==> src/rtl/pbpl_pkg.sv <==
// Package of the page buffer pool with LRU replacement: shared types and codes.
// Used by pbpl_cell, page_buffer_pool_lru_core and pbpl_checker; depends on nothing.
package pbpl_pkg;

    // Width of the frame index fields on the ports.
    localparam int FRAME_W = 4;

    // Operation codes.
    localparam logic OP_RETRIEVE = 1'b0;
    localparam logic OP_RELEASE  = 1'b1;

    // Status codes.
    localparam logic STATUS_OK       = 1'b0;
    localparam logic STATUS_NO_FRAME = 1'b1;

    // Command broadcast from the core to every cell in the resolve cycle.
    typedef struct packed {
        logic touch;     // make the target frame the most recent and pin it
        logic load;      // load a new page into the target frame
        logic rel;       // release the target frame
        logic keep;      // release: pin value to write
        logic dirty;     // release: dirty bit to OR in
        logic was_valid; // target frame held a page before this word
    } t_cell_ctl;

endpackage

==> src/rtl/page_buffer_pool_lru_core.sv <==
// Top level of the page buffer pool with LRU replacement and pinning.
// Instantiates a chain of pbpl_cell frames; uses pbpl_pkg.
//
// Channel   Direction  Handshake                    Payload
// command   in         start high while busy low    i_op, i_page, i_frame, i_dirty, i_keep_pinned
// result    out        o_strobe high for one cycle   o_frame_out, o_hit, o_fetch, o_writeback,
//                                                    o_victim_page, o_status
//
// For each word: in the accept cycle each cell compares its tag with the
// page and marks whether it is the least recent unpinned frame; in the next cycle (busy)
// the chain resolves hit and victim, all cells update and the result is registered.
// The result strobe is high in the cycle after that, when a new word may already be taken.
// Synchronous active-low reset empties every frame; there is no clearing pass.
// The receiver cannot hold results off, so nothing in the block stalls.
module page_buffer_pool_lru_core #(
    parameter int SLOTS     = 16,
    parameter int PAGE_BITS = 24
) (
    input  logic                          i_clk,
    input  logic                          i_rst_n,
    input  logic                          start,
    output logic                          busy,
    input  logic                          i_op,
    input  logic [PAGE_BITS-1:0]          i_page,
    input  logic [pbpl_pkg::FRAME_W-1:0]  i_frame,
    input  logic                          i_dirty,
    input  logic                          i_keep_pinned,
    output logic                          o_strobe,
    output logic [pbpl_pkg::FRAME_W-1:0]  o_frame_out,
    output logic                          o_hit,
    output logic                          o_fetch,
    output logic                          o_writeback,
    output logic [PAGE_BITS-1:0]          o_victim_page,
    output logic                          o_status
);

    localparam int FW = $clog2(SLOTS);
    localparam int CW = $clog2(SLOTS + 1);
    localparam int XW = FW + pbpl_pkg::FRAME_W;

    logic                         r_busy;
    logic                         r_op;
    logic [PAGE_BITS-1:0]         r_page;
    logic [pbpl_pkg::FRAME_W-1:0] r_frame;
    logic                         r_dirty;
    logic                         r_keep;
    logic [CW-1:0]                r_unused;

    logic                         r_strobe;
    logic [pbpl_pkg::FRAME_W-1:0] r_frame_out;
    logic                         r_hit;
    logic                         r_fetch;
    logic                         r_writeback;
    logic [PAGE_BITS-1:0]         r_victim_page;
    logic                         r_status;

    logic [pbpl_pkg::FRAME_W-1:0] n_frame_out;
    logic                         n_hit;
    logic                         n_fetch;
    logic                         n_writeback;
    logic [PAGE_BITS-1:0]         n_victim_page;
    logic                         n_status;

    logic                 accept;
    logic                 take_unused;
    pbpl_pkg::t_cell_ctl  ctl;
    logic [FW-1:0]        tgt;
    logic [FW-1:0]        old_rank;
    logic [FW-1:0]        max_rank;
    logic [CW-1:0]        unused_next;
    logic [XW-1:0]        rel_ext;
    logic [XW-1:0]        tgt_ext;

    logic [SLOTS-1:0]     pres_c   [SLOTS+1];
    logic                 hit_c    [SLOTS+1];
    logic [FW-1:0]        hidx_c   [SLOTS+1];
    logic [FW-1:0]        hrank_c  [SLOTS+1];
    logic                 vic_c    [SLOTS+1];
    logic [FW-1:0]        vidx_c   [SLOTS+1];
    logic [FW-1:0]        vrank_c  [SLOTS+1];
    logic                 vdirty_c [SLOTS+1];
    logic [PAGE_BITS-1:0] vpage_c  [SLOTS+1];

    assign accept = start && !r_busy;
    assign busy   = r_busy;

    assign pres_c[0]   = '0;
    assign hit_c[0]    = 1'b0;
    assign hidx_c[0]   = '0;
    assign hrank_c[0]  = '0;
    assign vic_c[0]    = 1'b0;
    assign vidx_c[0]   = '0;
    assign vrank_c[0]  = '0;
    assign vdirty_c[0] = 1'b0;
    assign vpage_c[0]  = '0;

    for (genvar g = 0; g < SLOTS; g++) begin : g_cell
        pbpl_cell #(
            .SLOTS     (SLOTS),
            .PAGE_BITS (PAGE_BITS),
            .IDX       (g)
        ) u_cell (
            .i_clk       (i_clk),
            .i_rst_n     (i_rst_n),
            .i_capture   (accept),
            .i_req_page  (i_page),
            .i_max_rank  (max_rank),
            .i_ctl       (ctl),
            .i_tgt       (tgt),
            .i_old_rank  (old_rank),
            .i_load_page (r_page),
            .i_pres      (pres_c[g]),
            .o_pres      (pres_c[g+1]),
            .i_hit       (hit_c[g]),
            .i_hit_idx   (hidx_c[g]),
            .i_hit_rank  (hrank_c[g]),
            .o_hit       (hit_c[g+1]),
            .o_hit_idx   (hidx_c[g+1]),
            .o_hit_rank  (hrank_c[g+1]),
            .i_vic       (vic_c[g]),
            .i_vic_idx   (vidx_c[g]),
            .i_vic_rank  (vrank_c[g]),
            .i_vic_dirty (vdirty_c[g]),
            .i_vic_page  (vpage_c[g]),
            .o_vic       (vic_c[g+1]),
            .o_vic_idx   (vidx_c[g+1]),
            .o_vic_rank  (vrank_c[g+1]),
            .o_vic_dirty (vdirty_c[g+1]),
            .o_vic_page  (vpage_c[g+1])
        );
    end

    // Highest rank held by an unpinned valid frame.
    always_comb begin
        max_rank = '0;
        for (int i = 0; i < SLOTS; i++) begin
            if (pres_c[SLOTS][i]) begin
                max_rank = FW'(i);
            end
        end
    end

    assign unused_next = r_unused - CW'(1);
    assign rel_ext     = {{FW{1'b0}}, r_frame};
    assign tgt_ext     = {{pbpl_pkg::FRAME_W{1'b0}}, tgt};

    always_comb begin
        ctl           = '0;
        tgt           = '0;
        old_rank      = '0;
        take_unused   = 1'b0;
        n_frame_out   = '0;
        n_hit         = 1'b0;
        n_fetch       = 1'b0;
        n_writeback   = 1'b0;
        n_victim_page = '0;
        n_status      = pbpl_pkg::STATUS_OK;
        if (r_busy) begin
            if (r_op == pbpl_pkg::OP_RELEASE) begin
                n_frame_out = r_frame;
                if (32'(r_frame) < SLOTS) begin
                    ctl.rel   = 1'b1;
                    ctl.keep  = r_keep;
                    ctl.dirty = r_dirty;
                    tgt       = rel_ext[FW-1:0];
                end
            end else if (hit_c[SLOTS]) begin
                ctl.touch     = 1'b1;
                ctl.was_valid = 1'b1;
                tgt           = hidx_c[SLOTS];
                old_rank      = hrank_c[SLOTS];
                n_frame_out   = tgt_ext[pbpl_pkg::FRAME_W-1:0];
                n_hit         = 1'b1;
            end else if (r_unused != '0) begin
                ctl.touch   = 1'b1;
                ctl.load    = 1'b1;
                take_unused = 1'b1;
                tgt         = unused_next[FW-1:0];
                n_frame_out = tgt_ext[pbpl_pkg::FRAME_W-1:0];
                n_fetch     = 1'b1;
            end else if (vic_c[SLOTS]) begin
                ctl.touch     = 1'b1;
                ctl.load      = 1'b1;
                ctl.was_valid = 1'b1;
                tgt           = vidx_c[SLOTS];
                old_rank      = vrank_c[SLOTS];
                n_frame_out   = tgt_ext[pbpl_pkg::FRAME_W-1:0];
                n_fetch       = 1'b1;
                n_writeback   = vdirty_c[SLOTS];
                n_victim_page = vdirty_c[SLOTS] ? vpage_c[SLOTS] : '0;
            end else begin
                n_status = pbpl_pkg::STATUS_NO_FRAME;
            end
        end
    end

    always_ff @(posedge i_clk) begin
        if (!i_rst_n) begin
            r_busy   <= 1'b0;
            r_strobe <= 1'b0;
            r_unused <= CW'(SLOTS);
        end else begin
            r_busy   <= accept;
            r_strobe <= r_busy;
            if (take_unused) begin
                r_unused <= unused_next;
            end
        end
    end

    always_ff @(posedge i_clk) begin
        if (accept) begin
            r_op    <= i_op;
            r_page  <= i_page;
            r_frame <= i_frame;
            r_dirty <= i_dirty;
            r_keep  <= i_keep_pinned;
        end
        if (r_busy) begin
            r_frame_out   <= n_frame_out;
            r_hit         <= n_hit;
            r_fetch       <= n_fetch;
            r_writeback   <= n_writeback;
            r_victim_page <= n_victim_page;
            r_status      <= n_status;
        end
    end

    assign o_strobe      = r_strobe;
    assign o_frame_out   = r_frame_out;
    assign o_hit         = r_hit;
    assign o_fetch       = r_fetch;
    assign o_writeback   = r_writeback;
    assign o_victim_page = r_victim_page;
    assign o_status      = r_status;

endmodule

==> src/rtl/pbpl_cell.sv <==
// One frame cell of the buffer pool: page tag, valid, recency rank, pin and dirty.
// Cells form a chain carrying rank presence, hit and victim data; uses pbpl_pkg.
module pbpl_cell #(
    parameter int SLOTS     = 16,
    parameter int PAGE_BITS = 24,
    parameter int IDX       = 0
) (
    input  logic                    i_clk,
    input  logic                    i_rst_n,
    input  logic                    i_capture,
    input  logic [PAGE_BITS-1:0]    i_req_page,
    input  logic [$clog2(SLOTS)-1:0] i_max_rank,
    input  pbpl_pkg::t_cell_ctl     i_ctl,
    input  logic [$clog2(SLOTS)-1:0] i_tgt,
    input  logic [$clog2(SLOTS)-1:0] i_old_rank,
    input  logic [PAGE_BITS-1:0]    i_load_page,
    input  logic [SLOTS-1:0]        i_pres,
    output logic [SLOTS-1:0]        o_pres,
    input  logic                    i_hit,
    input  logic [$clog2(SLOTS)-1:0] i_hit_idx,
    input  logic [$clog2(SLOTS)-1:0] i_hit_rank,
    output logic                    o_hit,
    output logic [$clog2(SLOTS)-1:0] o_hit_idx,
    output logic [$clog2(SLOTS)-1:0] o_hit_rank,
    input  logic                    i_vic,
    input  logic [$clog2(SLOTS)-1:0] i_vic_idx,
    input  logic [$clog2(SLOTS)-1:0] i_vic_rank,
    input  logic                    i_vic_dirty,
    input  logic [PAGE_BITS-1:0]    i_vic_page,
    output logic                    o_vic,
    output logic [$clog2(SLOTS)-1:0] o_vic_idx,
    output logic [$clog2(SLOTS)-1:0] o_vic_rank,
    output logic                    o_vic_dirty,
    output logic [PAGE_BITS-1:0]    o_vic_page
);

    localparam int FW = $clog2(SLOTS);
    localparam logic [FW-1:0] MY_IDX = FW'(IDX);

    logic [PAGE_BITS-1:0] r_page;
    logic                 r_valid;
    logic [FW-1:0]        r_rank;
    logic                 r_pinned;
    logic                 r_dirty;
    logic                 r_match;
    logic                 r_is_vic;

    logic eligible;
    logic is_tgt;
    logic hit_sel;

    assign eligible = r_valid && !r_pinned;
    assign is_tgt   = (i_tgt == MY_IDX);

    // Each eligible frame marks its rank; the core picks the highest marked rank.
    assign o_pres = i_pres | (eligible ? (SLOTS'(1) << r_rank) : '0);

    // First matching frame along the chain wins.
    assign hit_sel    = r_match && !i_hit;
    assign o_hit      = i_hit || r_match;
    assign o_hit_idx  = hit_sel ? MY_IDX : i_hit_idx;
    assign o_hit_rank = hit_sel ? r_rank : i_hit_rank;

    // Ranks are distinct, so at most one cell flags itself as the victim.
    assign o_vic       = i_vic || r_is_vic;
    assign o_vic_idx   = r_is_vic ? MY_IDX  : i_vic_idx;
    assign o_vic_rank  = r_is_vic ? r_rank  : i_vic_rank;
    assign o_vic_dirty = r_is_vic ? r_dirty : i_vic_dirty;
    assign o_vic_page  = r_is_vic ? r_page  : i_vic_page;

    always_ff @(posedge i_clk) begin
        if (!i_rst_n) begin
            r_valid  <= 1'b0;
            r_rank   <= '0;
            r_pinned <= 1'b0;
            r_dirty  <= 1'b0;
            r_match  <= 1'b0;
            r_is_vic <= 1'b0;
        end else begin
            if (i_capture) begin
                r_match  <= r_valid && (r_page == i_req_page);
                r_is_vic <= eligible && (r_rank == i_max_rank);
            end
            if (i_ctl.touch) begin
                if (is_tgt) begin
                    r_rank   <= '0;
                    r_pinned <= 1'b1;
                end else if (r_valid && (!i_ctl.was_valid || r_rank < i_old_rank)) begin
                    r_rank <= r_rank + FW'(1);
                end
            end
            if (i_ctl.load && is_tgt) begin
                r_valid <= 1'b1;
                r_dirty <= 1'b0;
            end
            if (i_ctl.rel && is_tgt) begin
                r_pinned <= i_ctl.keep;
                r_dirty  <= r_dirty || i_ctl.dirty;
            end
        end
    end

    // The page tag needs no reset: it is only compared while the frame is valid.
    always_ff @(posedge i_clk) begin
        if (i_ctl.load && is_tgt) begin
            r_page <= i_load_page;
        end
    end

endmodule

==> config.mk <==
export PLATFORM = sky130hd
export DESIGN_NAME = page_buffer_pool_lru_core
export DESIGN_NICKNAME = d
export VERILOG_FILES = /design/src/rtl/pbpl_pkg.sv /design/src/rtl/page_buffer_pool_lru_core.sv /design/src/rtl/pbpl_cell.sv
export SDC_FILE = /design/constraint.sdc
export NUM_CORES = 2
export LEC_CHECK = 0
export BUFFER_PORTS_ARGS = -buffer_cell sky130_fd_sc_hd__buf_2
export CAP_MARGIN = 40
export CELL_PAD_IN_SITES_DETAIL_PLACEMENT = 1
export CELL_PAD_IN_SITES_GLOBAL_PLACEMENT = 1
export CORE_ASPECT_RATIO = 1.2
export CORE_MARGIN = 2
export CORE_UTILIZATION = 51
export DETAILED_ROUTE_END_ITERATION = 8
export PLACE_DENSITY = 0.83
export SLEW_MARGIN = 10
export SYNTH_ARGS = -nofsm -noshare
export SYNTH_HDL_FRONTEND = slang
export SYNTH_SLANG_ARGS = --single-unit
==> constraint.sdc <==
create_clock -name i_clk -period 5.7 [get_ports i_clk]
set_input_delay 1.71 -clock i_clk [delete_from_list [all_inputs] [get_ports i_clk]]
set_output_delay 1.71 -clock i_clk [all_outputs]
set_load 0.01 [all_outputs]
==> impl_metrics.py <==
metrics = {
    "run_status": {
        "outcome": "finished, final reports clean",
    },
    "pwr": {
        "clkPwrFrac_pct": 44.9,
        "powerDensity_nw_per_um2": 251,
        "leakage_uw": 0.0128,
        "pwr-share-seq_pct": 49.2,
        "p_comb_share_pct": 5.9,
        "swShare_pct": 25.6,
        "switchingPower_uw": 2500,
        "p_int_uw": 7280,
        "ir_drop_uv": 419,
    },
    "setup_path": {
        "slowest_stage": "nand3_2",
        "cp.arrival_ps": 5250,
        "crit_path_frequent_cell": "buf_4",
        "cp_data_required_time_ps": 5990,
        "critPathLaunchType": "register",
        "critPathCaptureType": "register",
        "crit_type": "register to register",
        "cp_num_buf_inv": 6,
        "cpPeakStageDelay_ps": 480,
        "cp_max_fo": 31,
        "worstPathCellList": "buf_4 -> nor2b_2 -> o21bai_1 -> buf_6 -> a2111oi_0 -> buf_4 -> nor4_1 -> o221ai_1 -> a32oi_1 -> buf_4 -> buf_4 -> nand3_2 -> nor3_2 -> buf_4",
        "critical-path-top-delay-family": "buffers and inverters",
    },
    "place": {
        "io_buffers": 67,
        "dp.cells": 4183,
        "post-place-ws_ps": 1070,
        "dp_hpwl_mm": 122,
        "place_congestion": 1.01,
    },
    "logic_synthesis": {
        "netlist_top_cells_area": "edfxtp_1 38%, dfxtp_1 8.6%, xnor2_1 5.9%, ha_1 5.2%, xor2_1 4.8%",
        "synthDominantCellAreaShare_pct": 38.2,
        "synth_warnings": 0,
        "synth.avg_cell_area_sq_um": 10.5,
        "synth-async-reset-ratio_pct": 0,
        "synth-compound-area-share_pct": 17.0,
        "synth_nets": 3522,
        "synth_cell_types": 91,
        "yosysSeqAreaShare_pct": 46.8,
        "synth-xor-area-share_pct": 10.6,
        "synth_area_leader_cell": "edfxtp_1",
        "synthMuxAreaShare_pct": 0.918,
        "ys_ff_latch": 598,
        "synth_flop_cell": "edfxtp_1",
        "netlist_area_sq_um": 35200,
        "synth_fa_ha_area_share_pct": 5.16,
        "syn_inst": 3343,
        "synth_edf_count": 447,
        "synth_top_family_by_area": "compound AO/OA/AOI/OAI gates",
        "synth_simple_gate_area_share_pct": 15.7,
    },
    "grt": {
        "grt_pass1_wl_mm": 252,
        "grt_overflow": 0,
        "gr-usage-all-layers_pct": 49.1,
        "antenna_found_initial": 10,
        "grt_pass1_vias": 33800,
        "grt_max_degree": 75,
    },
    "layout": {
        "fillCellCount": 7093,
        "multi_input_area_sq_um": 17500,
        "drive_gt1_share_pct": 10.6,
        "nNetsFinal": 3523,
        "final_core_util_pct": 57.1,
        "final_cells": 4307,
        "layout.area.seq_sq_um": 16400,
        "area_growth_pct": 10.9,
    },
    "die": {
        "die_h_microns": 292,
        "core_area_sq_um": 68300,
        "core.rowCount": 105,
        "die_area_sq_um": 71100,
        "initial_utilization_pct": 51.5,
        "boundaryPins": 68,
        "die_w_microns": 244,
    },
    "worst_hold_path": {
        "hp-class": "register to register",
    },
    "timing": {
        "fin_ws_ps": 740,
        "fmax_mhz": 202,
        "max_slew_margin_pct": 20.9,
        "rsz0062_at_grt": "false",
        "setup_viol": 0,
        "finalSetupTns_ps": 0,
        "final-hold-violation-count": 0,
        "post-route-min-period_ps": 4960,
        "tightest_slew_ps": 1170,
        "fin_crit_sh_pct": 87.0,
        "slew_viol_final": 0,
        "skew_ps": 69.0,
        "worst_hold_slack_ps": 472,
    },
    "clock_tree": {
        "post_cts_buffers": 0,
        "htree_levels": 2,
        "cts_tree": "built",
        "clk-insertion-delay-late_ps": 690,
        "cts.sinks": 598,
        "clock_path_buffers": 3,
        "root_buffer": "clkbuf_16",
        "cts_buffers": 59,
        "cts_resized": 0,
        "ctsHoldBuffers": 0,
        "clkTransAtPathRegs_ps": 80,
    },
    "flow_run": {
        "drv_cap": 0,
    },
    "drt": {
        "ant_nets": 0,
        "vias": 33800,
        "drt_wl_total_mm": 184,
        "initialDrtViolationCount": 5339,
        "drc": 0,
        "wl_per_cell_microns": 42.7,
        "vias_per_cell": 7.85,
        "drt-pass1-iter-count": 7,
    },
}
-- sequential cells by signal, indices dropped and copies added (netlist names), 16 cells and up --
signal	flops
g_cell.u_cell.r_is_vic	16
g_cell.u_cell.r_match	16
g_cell.u_cell.r_dirty	16
g_cell.u_cell.r_valid	16
r_page	24
o_victim_page	24
g_cell.u_cell.r_page	384
g_cell.u_cell.r_rank	64
g_cell.u_cell.r_pinned	16
-- metrics by stage --
stage | area (sq um) | power (uW)
after floorplan | 35200 | 5150
after global placement | 36700 | 5380
after detailed placement | 36900 | 5410
after CTS | 39000 | 9620
after global routing | 39000 | 9840
final | 39000 | 9780
-- layout make-up --
type | instances | area share, %
diodes | 4 | 0.0256
clock buffers | 67 | 3.94
clock inverters | 44 | 1.37
inverters | 89 | 0.856
multi-input cells | 2395 | 44.9
flip-flops and latches | 598 | 42.1
well taps | 909 | 2.91
repair buffers | 201 | 3.82
-- power by group through the flow --
stage | clock (uW) | sequential (uW) | combinational (uW)
after global routing | 4460 | 4810 | 575
final | 4390 | 4810 | 579
after CTS | 4280 | 4800 | 534
after detailed placement | 0 | 4900 | 513
after global placement | 0 | 4900 | 478
after floorplan | 0 | 4850 | 295
-- cell usage in the layout (no fill, tap or decap), drive strengths merged, types with 87 or more instances in the layout --
cell	netlist	layout
a22oi	110	110
nand4	104	104
xnor2	235	235
buf	39	196
nor2	150	150
nand2	179	179
o21ai	114	114
ha	145	145
edfxtp	447	447
a21oi	132	132
xor2	192	192
dfxtp	151	151
inv	86	87
-- metal layers --
| layer | part of all wire (%) | vias up | global-route usage [%] |
|---|---|---|---|
| met5 | 0.027 | - | 0 |
| met4 | 14 | 8 | 48.8 |
| met3 | 11 | 1402 | 11.2 |
| met2 | 45 | 3285 | 79.7 |
| met1 | 30 | 16300 | 51.9 |
| li1 | - | 12800 | - |
-- worst min-delay path: stages (launching register included) --
cell and delay (ps):
dfxtp_1 320, nand2_1 50, o32ai_1 50
-- cell usage after synthesis, types with 33 or more instances --
library cell / n
nor3_1: 61
xnor2_1: 235
clkbuf_1: 219
a211oi_1: 43
nand3_1: 81
nor2b_1: 40
o211ai_1: 48
o221ai_1: 60
nor2_1: 148
edfxtp_1: 447
nand4_1: 104
o21ai_0: 112
a21oi_1: 125
a22oi_1: 110
ha_1: 145
nand2_1: 178
dfxtp_1: 151
inv_1: 86
nor4_1: 76
a221oi_1: 46
nor4bb_1: 55
xor2_1: 192
o22ai_1: 33
-- final timing paths --
kind | startpoint | end | slack, ps | depth (start not counted)
worst max-delay path | g_cell[2].u_cell.r_is_vic | g_cell[6].u_cell.r_page[20] | 740 | 14
worst min-delay path | g_cell[8].u_cell.r_dirty | g_cell[8].u_cell.r_dirty | 470 | 2
worst max register to register | g_cell[2].u_cell.r_is_vic | g_cell[6].u_cell.r_page[20] | 740 | 14
worst min register to register | g_cell[8].u_cell.r_dirty | g_cell[8].u_cell.r_dirty | 470 | 2
-- cells by family (layout without fill, tap and decap cells) --
kind of cell / count (synthesis) / after routing
adders and majority gates: 145 / 145
xor gates and xnor gates: 427 / 427
AOI/OAI and AO/OA: 833 / 833
muxes: 32 / 32
buffers and inverters: 350 / 401
other: 0 / 4
DFF: 598 / 598
and+or+nand+nor: 958 / 958
Note: power is estimated with default switching activity, not from simulation.
